<file path="src/fmsd_pkg.sv">
package fmsd_pkg;

    // Steps the controller asks of the datapath
    typedef enum logic [3:0] {
        OP_NONE,
        OP_LOAD,
        OP_MULA,
        OP_MULB,
        OP_DIVI,
        OP_DIV,
        OP_SQI,
        OP_SQ,
        OP_OUTM,
        OP_OUTS,
        OP_OUTX,
        OP_CLR
    } op_t;

    typedef struct packed {
        op_t  op;
        logic set_sel;   // 0 levels, 1 deltas
        logic std_sel;   // 0 mean, 1 deviation
        logic last_res;
    } cmd_t;

    typedef struct packed {
        logic pipe_busy;
        logic n_zero;
        logic n_lt2;
    } sts_t;

    // Register indexes on the configuration port
    localparam logic [1:0] REG_WARMUP   = 2'd0;
    localparam logic [1:0] REG_LEVEL_EN = 2'd1;
    localparam logic [1:0] REG_DELTA_EN = 2'd2;

    localparam int SQ_STEPS = 32;
    localparam int ADDR_W   = 4;

endpackage

</file>
<file path="src/fmsd_ctrl.sv">
module fmsd_ctrl #(
    parameter int NUM_DIMS   = 8,
    parameter int DIMW       = 3,
    parameter int FW         = 13
) (
    input  logic             aclk,
    input  logic             aresetn,
    input  logic             in_fire,
    input  logic             in_last,
    input  logic             m_ready,
    input  logic             level_en,
    input  logic             delta_en,
    input  fmsd_pkg::sts_t   sts,
    output logic             s_ready,
    output logic             m_valid,
    output fmsd_pkg::cmd_t   cmd,
    output logic [DIMW-1:0]  dim_sel
);
    import fmsd_pkg::*;

    localparam int MAGW = FW + 24;
    localparam int NUMW = 2 * FW + 49;
    localparam int CNTW = $clog2(NUMW + 1);

    typedef enum logic [11:0] {
        ST_ACC   = 12'b0000_0000_0001,
        ST_DRAIN = 12'b0000_0000_0010,
        ST_LOAD  = 12'b0000_0000_0100,
        ST_MULA  = 12'b0000_0000_1000,
        ST_MULB  = 12'b0000_0001_0000,
        ST_DIVI  = 12'b0000_0010_0000,
        ST_DIV   = 12'b0000_0100_0000,
        ST_SQI   = 12'b0000_1000_0000,
        ST_SQ    = 12'b0001_0000_0000,
        ST_FIN   = 12'b0010_0000_0000,
        ST_OUT   = 12'b0100_0000_0000,
        ST_CLR   = 12'b1000_0000_0000
    } state_t;

    state_t          state_reg, state_next;
    logic [CNTW-1:0] cnt_reg, cnt_next;
    logic [DIMW-1:0] dim_reg, dim_next;
    logic            set_reg, set_next;
    logic            std_reg, std_next;
    logic            bad_reg, bad_next;
    logic            last_res;

    assign last_res = std_reg && (dim_reg == DIMW'(NUM_DIMS - 1)) && (set_reg || !delta_en);

    assign s_ready      = (state_reg == ST_ACC);
    assign m_valid      = (state_reg == ST_OUT);
    assign dim_sel      = dim_reg;

    // Sequence the statistics, one word at a time
    always_comb begin
        state_next   = state_reg;
        cnt_next     = cnt_reg;
        dim_next     = dim_reg;
        set_next     = set_reg;
        std_next     = std_reg;
        bad_next     = bad_reg;
        cmd.set_sel  = set_reg;
        cmd.std_sel  = std_reg;
        cmd.last_res = last_res;
        cmd.op       = OP_NONE;
        unique case (state_reg)
            ST_ACC: begin
                if (in_fire && in_last) state_next = ST_DRAIN;
            end
            ST_DRAIN: begin
                dim_next = '0;
                std_next = 1'b0;
                if (!sts.pipe_busy) begin
                    if (level_en) begin
                        set_next   = 1'b0;
                        state_next = ST_LOAD;
                    end else if (delta_en) begin
                        set_next   = 1'b1;
                        state_next = ST_LOAD;
                    end else begin
                        state_next = ST_CLR;
                    end
                end
            end
            ST_LOAD: begin
                cmd.op   = OP_LOAD;
                bad_next = std_reg ? sts.n_lt2 : sts.n_zero;
                if (std_reg ? sts.n_lt2 : sts.n_zero) begin
                    state_next = ST_FIN;
                end else if (std_reg) begin
                    cnt_next   = CNTW'(FW);
                    state_next = ST_MULA;
                end else begin
                    state_next = ST_DIVI;
                end
            end
            ST_MULA: begin
                cmd.op   = OP_MULA;
                cnt_next = cnt_reg - CNTW'(1);
                if (cnt_reg == CNTW'(1)) begin
                    cnt_next   = CNTW'(MAGW);
                    state_next = ST_MULB;
                end
            end
            ST_MULB: begin
                cmd.op   = OP_MULB;
                cnt_next = cnt_reg - CNTW'(1);
                if (cnt_reg == CNTW'(1)) state_next = ST_DIVI;
            end
            ST_DIVI: begin
                cmd.op     = OP_DIVI;
                cnt_next   = CNTW'(NUMW);
                state_next = ST_DIV;
            end
            ST_DIV: begin
                cmd.op   = OP_DIV;
                cnt_next = cnt_reg - CNTW'(1);
                if (cnt_reg == CNTW'(1)) state_next = std_reg ? ST_SQI : ST_FIN;
            end
            ST_SQI: begin
                cmd.op     = OP_SQI;
                cnt_next   = CNTW'(SQ_STEPS);
                state_next = ST_SQ;
            end
            ST_SQ: begin
                cmd.op   = OP_SQ;
                cnt_next = cnt_reg - CNTW'(1);
                if (cnt_reg == CNTW'(1)) state_next = ST_FIN;
            end
            ST_FIN: begin
                cmd.op     = bad_reg ? OP_OUTX : (std_reg ? OP_OUTS : OP_OUTM);
                state_next = ST_OUT;
            end
            ST_OUT: begin
                if (m_ready) begin
                    if (last_res) begin
                        state_next = ST_CLR;
                    end else begin
                        state_next = ST_LOAD;
                        if (dim_reg == DIMW'(NUM_DIMS - 1)) begin
                            dim_next = '0;
                            if (!std_reg) begin
                                std_next = 1'b1;
                            end else begin
                                std_next = 1'b0;
                                set_next = 1'b1;
                            end
                        end else begin
                            dim_next = dim_reg + DIMW'(1);
                        end
                    end
                end
            end
            ST_CLR: begin
                cmd.op     = OP_CLR;
                state_next = ST_ACC;
            end
            default: state_next = ST_ACC;
        endcase
    end

    always_ff @(posedge aclk) begin
        if (!aresetn) begin
            state_reg <= ST_ACC;
            cnt_reg   <= '0;
            dim_reg   <= '0;
            set_reg   <= 1'b0;
            std_reg   <= 1'b0;
            bad_reg   <= 1'b0;
        end else begin
            state_reg <= state_next;
            cnt_reg   <= cnt_next;
            dim_reg   <= dim_next;
            set_reg   <= set_next;
            std_reg   <= std_next;
            bad_reg   <= bad_next;
        end
    end

endmodule

</file>
<file path="config.mk">
export PLATFORM = sky130hd
export DESIGN_NAME = fmsd_ctrl
export DESIGN_NICKNAME = d
export VERILOG_FILES = /design/src/fmsd_pkg.sv /design/src/fmsd_ctrl.sv
export SDC_FILE = /design/constraint.sdc
export NUM_CORES = 1
export LEC_CHECK = 0
export ABC_AREA = 0
export BUFFER_PORTS_ARGS = -buffer_cell sky130_fd_sc_hd__buf_2
export CELL_PAD_IN_SITES_DETAIL_PLACEMENT = 1
export CELL_PAD_IN_SITES_GLOBAL_PLACEMENT = 2
export CORE_MARGIN = 2
export CORE_UTILIZATION = 31
export DETAILED_ROUTE_END_ITERATION = 8
export PLACE_DENSITY = 0.85
export SYNTH_ARGS = -nofsm -noshare
export SYNTH_HDL_FRONTEND = slang
export SYNTH_SLANG_ARGS = --single-unit
export TNS_END_PERCENT = 5
</file>
<file path="constraint.sdc">
create_clock -name aclk -period 1.9 [get_ports aclk]
set_input_delay 0.19 -clock aclk [delete_from_list [all_inputs] [get_ports aclk]]
set_output_delay 0.19 -clock aclk [all_outputs]
set_load 0.05 [all_outputs]
</file>
==> results of run 1 <==
==> routing by layer <==
metal | global-route usage | part of all wire
met5 | 0 | 0
met4 | 0.0649 | 0.021
met2 | 0.399 | 0.50
met3 | 0.0372 | 0.032
met1 | 0.269 | 0.45
==> kinds of logic (layout without fill, tap and decap cells) <==
logic type,Yosys count,after routing,share of synthesized area
compound gates,47,47,0.203
xor+xnor,5,5,0.0258
fa+ha+maj,4,4,0.0295
buf+inv,18,98,0.0486
flops,25,25,0.295
mux,2,2,0.0125
simple gates,107,107,0.386
==> Yosys cell counts (4+ instances only) <==
library cell / number / area [um2]
a21oi_1: 13 / 65.1
and3_1: 4 / 25.0
dfxtp_1: 25 / 500
ha_1: 4 / 50.1
inv_1: 8 / 30.0
nand2_1: 10 / 37.5
nand2b_1: 4 / 25.0
nand3_1: 7 / 35.0
nand4_1: 10 / 62.6
nor2_1: 22 / 82.6
nor2b_1: 8 / 50.1
nor3_1: 12 / 60.1
nor3b_1: 4 / 30.0
o21ai_0: 5 / 25.0
o31a_1: 4 / 35.0
or4_1: 6 / 45.0
xor2_1: 4 / 35.0
==> worst max-delay path: cells and delay by family (launching register included) <==
family                 cells  cell delay, ns
AND/OR/NAND/NOR            2            1.05
flip-flops                 1            0.35
buffers and inverters      2            0.32
AO/OA/AOI/OAI              1            0.11
==> layout make-up <==
| type | instances | area, um2 |
|---|---|---|
| Multi-Input combinational cell | 165 | 1270 |
| Fill cell | 629 | 2590 |
| Tap cell | 70 | 87.6 |
| Clock inverter | 1 | 5.00 |
| Timing Repair Buffer | 85 | 656 |
| Inverter | 9 | 33.8 |
| Clock buffer | 3 | 41.3 |
| Sequential cell | 25 | 518 |
==> worst max-delay path by stage <==
stage,cells after the start,end
6_report,5,cmd[6]
5_1_grt,6,cmd[4]
4_1_cts,5,cmd[6]
3_5_place_dp,6,state_reg[5]
3_3_place_gp,6,cmd[3]
2_1_floorplan,6,cmd[4]
==> where the power goes <==
group / total [mW] / internal (mW) / leakage, nW / switching (mW)
Combinational: 0.418 / 0.197 / 0.913 / 0.222
Sequential: 0.542 / 0.534 / 0.206 / 0.00735
Clock: 0.333 / 0.147 / 0.0255 / 0.185
Total: 1.29 / 0.878 / 1.14 / 0.414
==> repair_timing <==
action,CTS,global route
endpoints found under the setup margin,26,27
pin swaps,12,4
hold buffers,0,0
resized for setup,47,16
setup buffers,3,0
==> flow_metrics.env, run 1 <==
export IMPL_p_leak_nw=1.14
export IMPL_final_cell_mix="60 x buf_4, 18 x nor2_1, 17 x dfxtp_1"
export IMPL_cts_htree_levels=1
export IMPL_cpMaxStageDelayCell="or4_4"
export IMPL_tns_ns=-3.45
export IMPL_end_kind="output pin"
export IMPL_die_h_um=78.0
export IMPL_final_util=0.501
export IMPL_syn_area_mm2=0.00170
export IMPL_clock_latency_ns=0.28
export IMPL_hold_ws_ns=0.261
export IMPL_powerDensity_mw_per_mm2=495
export IMPL_syn_num_nets=222
export IMPL_place_gp_congestion=0.828
export IMPL_worst_r2r_cell_count=7
export IMPL_cp_max_fo=3
export IMPL_worstHoldEndpoint="state_reg[5]"
export IMPL_yosysWarnings=0
export IMPL_critPathMaxStageDelay_ns=0.54
export IMPL_path_clk_slew_ns=0.09
export IMPL_min_from="sts[1]"
export IMPL_status="finished with violations"
export IMPL_die_area_mm2=0.00608
export IMPL_area_delta_synth_final_pct=53.7
export IMPL_worstPathRequired_ns=1.71
export IMPL_portBuffers=21
export IMPL_vias=1977
export IMPL_final_area_mm2=0.00261
export IMPL_critical_path_class="flop to output pin"
export IMPL_crit_arrival_ns=2.11
export IMPL_antenna_found_initial=0
export IMPL_io_pins=22
export IMPL_final_hold_viol_count=0
export IMPL_crit_chain="or4_4 -> or4_4 -> buf_4 -> a21oi_2 -> buf_6"
export IMPL_vias_per_cell=5.52
export IMPL_antenna_diode_count=0
export IMPL_finalWirelength_um=6400
export IMPL_dp_hpwl_um=4690
export IMPL_wire_per_inst_um=17.9
export IMPL_r2r_start="state_reg[1]"
export IMPL_clock_skew_final_ns=0.00609
export IMPL_cts_made_buffers=3
export IMPL_crit_start="state_reg[1]"
export IMPL_grt_usage=0.222
export IMPL_die_x_um=78.0
export IMPL_slew_violations=0
export IMPL_rrSetupSlack_ns=-0.23
export IMPL_clock_sinks=25
export IMPL_nets=303
export IMPL_tightest_slew_ns=0.471
export IMPL_grt_pass1_wl_um=10600
export IMPL_ys_seq_area_frac=0.295
export IMPL_grt_pass1_vias=2126
export IMPL_core_area_mm2=0.00520
export IMPL_min_path_type="input port to flop"
export IMPL_synth_seq_cells=25
export IMPL_synth_edf_count=0
export IMPL_avgSynthCellArea_um2=8.16
export IMPL_grt_start_max_net_pins=15
export IMPL_drc=0
export IMPL_min_period_over_period=1.21
export IMPL_ant_nets=0
export IMPL_startpoint_type="flop"
export IMPL_fin_ws_ns=-0.401
export IMPL_clock_path_buffers=2
export IMPL_drive_gt1_frac=0.476
export IMPL_slew_headroom=0.681
export IMPL_synth_async_reset_ratio=0
export IMPL_timing_rr_end="dim_sel[1]"
export IMPL_period_needed_ns=2.30
export IMPL_rsz0062_at_grt="true"
export IMPL_cpMostUsedCell="or4_4"
export IMPL_dp_slack_ns=-0.229
export IMPL_firstDrtPassIters=4
export IMPL_rows=26
export IMPL_final_setup_viol_count=24
export IMPL_drt_iter0_markers=66
export IMPL_placement_cell_area_mm2=0.00233
export IMPL_final_cells=358
export IMPL_synth_main_ff_cell="dfxtp_1"
export IMPL_drv_cap=0
export IMPL_cts_tree="yes"
export IMPL_hold_depth=3
export IMPL_cts_root_buf="clkbuf_8"
export IMPL_final_common_cell="buf_4"
export IMPL_start_util=0.326
export IMPL_power_mw=1.29
export IMPL_largest_reg_flops=12
export IMPL_grt_remaining_overflow=0
export IMPL_dp_cells=351
export IMPL_vdd_ir_drop_max_mv=0.430
export IMPL_ys_types=56
export IMPL_violations="setup timing"
export IMPL_max_freq_ghz=0.435
export IMPL_syn_inst=208
Power figures use the tool's default switching activity.
==> run 2, diff against run 1 <==
Clock period 1.9 ns to 1.95 ns, I/O delays scaled along.
==> flow_metrics.env, run 2 (synthesis gave the netlist of run 1 again) <==
export IMPL_status="finished with violations"
export IMPL_violations="setup timing"
export IMPL_final_cell_mix="49 x buf_4, 20 x dfxtp_1, 19 x nor2_1"
export IMPL_seq_power_share=0.429
export IMPL_finalWirelength_um=6100
export IMPL_final_common_cell="buf_4"
export IMPL_switching_power_uw=406
export IMPL_path_buf_inv=1
export IMPL_crit_chain="or4_4 -> or4_4 -> a21oi_2 -> nor2_1 -> nand3_2 -> buf_8"
export IMPL_place_gp_congestion=0.793
export IMPL_area_delta_synth_final_pct=49.8
export IMPL_io_pins=22
export IMPL_die_h_um=78.0
export IMPL_drt_iter0_markers=71
export IMPL_vias=1917
export IMPL_power_frac_clock=0.278
export IMPL_start_util=0.326
export IMPL_largest_reg_flops=12
export IMPL_firstDrtPassIters=4
export IMPL_drv_cap=0
export IMPL_path_depth=6
export IMPL_vias_per_cell=5.46
export IMPL_period_needed_ns=2.34
export IMPL_max_freq_ghz=0.426
export IMPL_cpMaxStageDelayCell="or4_4"
export IMPL_critical_path_class="flop to output pin"
export IMPL_cpMostUsedCell="or4_4"
export IMPL_combPwrFrac=0.293
export IMPL_grt_pass1_wl_um=9920
export IMPL_clock_path_buffers=2
export IMPL_fin_ws_ns=-0.395
export IMPL_cts_setup_buffers=0
export IMPL_power_share_switching=0.326
export IMPL_cts_root_buf="clkbuf_8"
export IMPL_dp_cells=347
export IMPL_worstPathRequired_ns=1.75
export IMPL_min_path_type="input port to flop"
export IMPL_slew_violations=0
export IMPL_cp_max_fo=3
export IMPL_hold_depth=3
export IMPL_p_leak_nw=1.10
export IMPL_final_setup_viol_count=20
export IMPL_tightest_slew_ns=0.418
export IMPL_clock_skew_final_ns=0.0149
export IMPL_drc=0
export IMPL_grt_usage=0.209
export IMPL_path_clk_slew_ns=0.11
export IMPL_p_int_uw=840
export IMPL_tns_ns=-2.40
export IMPL_cts_made_buffers=3
export IMPL_grt_start_max_net_pins=16
export IMPL_nets=296
export IMPL_crit_family="simple AND/OR/NAND/NOR gates"
export IMPL_die_area_mm2=0.00608
export IMPL_worst_r2r_cell_count=7
export IMPL_slew_headroom=0.718
export IMPL_rows=26
export IMPL_cts_htree_levels=1
export IMPL_rsz0062_at_grt="true"
export IMPL_fillers=631
export IMPL_dp_slack_ns=-0.155
export IMPL_min_period_over_period=1.20
export IMPL_ant_nets=0
export IMPL_clock_sinks=25
export IMPL_critPathMaxStageDelay_ns=0.56
export IMPL_vdd_ir_drop_max_mv=0.292
export IMPL_final_cells=351
export IMPL_end_kind="output pin"
export IMPL_powerDensity_mw_per_mm2=490
export IMPL_drive_gt1_frac=0.438
export IMPL_antenna_found_initial=0
export IMPL_cts_tree="yes"
export IMPL_final_hold_viol_count=0
export IMPL_antenna_diode_count=0
export IMPL_crit_arrival_ns=2.15
export IMPL_die_x_um=78.0
export IMPL_core_area_mm2=0.00520
export IMPL_power_mw=1.25
export IMPL_clock_latency_ns=0.29
export IMPL_grt_pass1_vias=1932
export IMPL_grt_remaining_overflow=0
export IMPL_startpoint_type="flop"
export IMPL_portBuffers=21
export IMPL_dp_hpwl_um=4580
export IMPL_wire_per_inst_um=17.4
==> run 2: changes by cell type in the layout (fill, tap and decap cells not counted), moves of 3 or more <==
cell	change
buf_6	+3
dfxtp_1	+3
buf_4	-11
dfxtp_4	-3
==> run 2: what timing repair did <==
action	4_1_cts	5_1_grt
hold buffers	0	0
gates resized for setup	29	22
setup endpoints to repair	25	26
pin swaps	5	5
endpoints found under the hold margin	0	0
==> run 2: cell type report <==
cell class	instances	area, um2	area share
well taps	70	87.6	0.0344
repair buffers	78	619	0.243
inverters	9	36.3	0.0143
clock inverters	1	7.51	0.00295
multi-input cells	165	1240	0.489
clock buffers	3	41.3	0.0162
flip-flops and latches	25	507	0.199
==> run 2: worst paths after layout <==
check / from / to / slack (ns)
max: state_reg[7] / cmd[3] / -0.39
min: sts[1] / state_reg[5] / 0.24
max reg2reg: state_reg[5] / dim_sel[1] / -0.15
min reg2reg: dim_sel[1] / dim_sel[1] / 0.48
==> run 2: worst min-delay path, cell delays in order <==
cell,delay [ns]
buf_2,0.11
o31a_1,0.15
nor3_1,0.05
==> run 2: power groups by stage <==
stage / Clock [mW] / Combinational (mW) / Sequential (mW)
2_1_floorplan: 0 / 0.178 / 0.544
3_3_place_gp: 0 / 0.334 / 0.543
3_5_place_dp: 0 / 0.342 / 0.545
4_1_cts: 0.353 / 0.354 / 0.534
5_1_grt: 0.376 / 0.388 / 0.536
6_report: 0.347 / 0.365 / 0.535
==> run 2: metrics by stage <==
step / hold slack, ns / utilization / instance area (um2)
finish: 0.238 / 0.489 / 2540
global route: 0.234 / 0.489 / 2540
CTS: 0.234 / 0.473 / 2460
detailed placement: 0.463 / 0.444 / 2310
global placement: 0.455 / 0.444 / 2310
floorplan: 0.365 / - / 1730
==> run 2: per-layer routing <==
metal	up-vias	track usage	wire (um)	share of wire
met5	-	0	0	0
met4	0	0.0737	121	0.020
met3	9	0.0279	132	0.022
met2	29	0.351	2920	0.48
met1	943	0.274	2920	0.48
li1	936	-	-	-
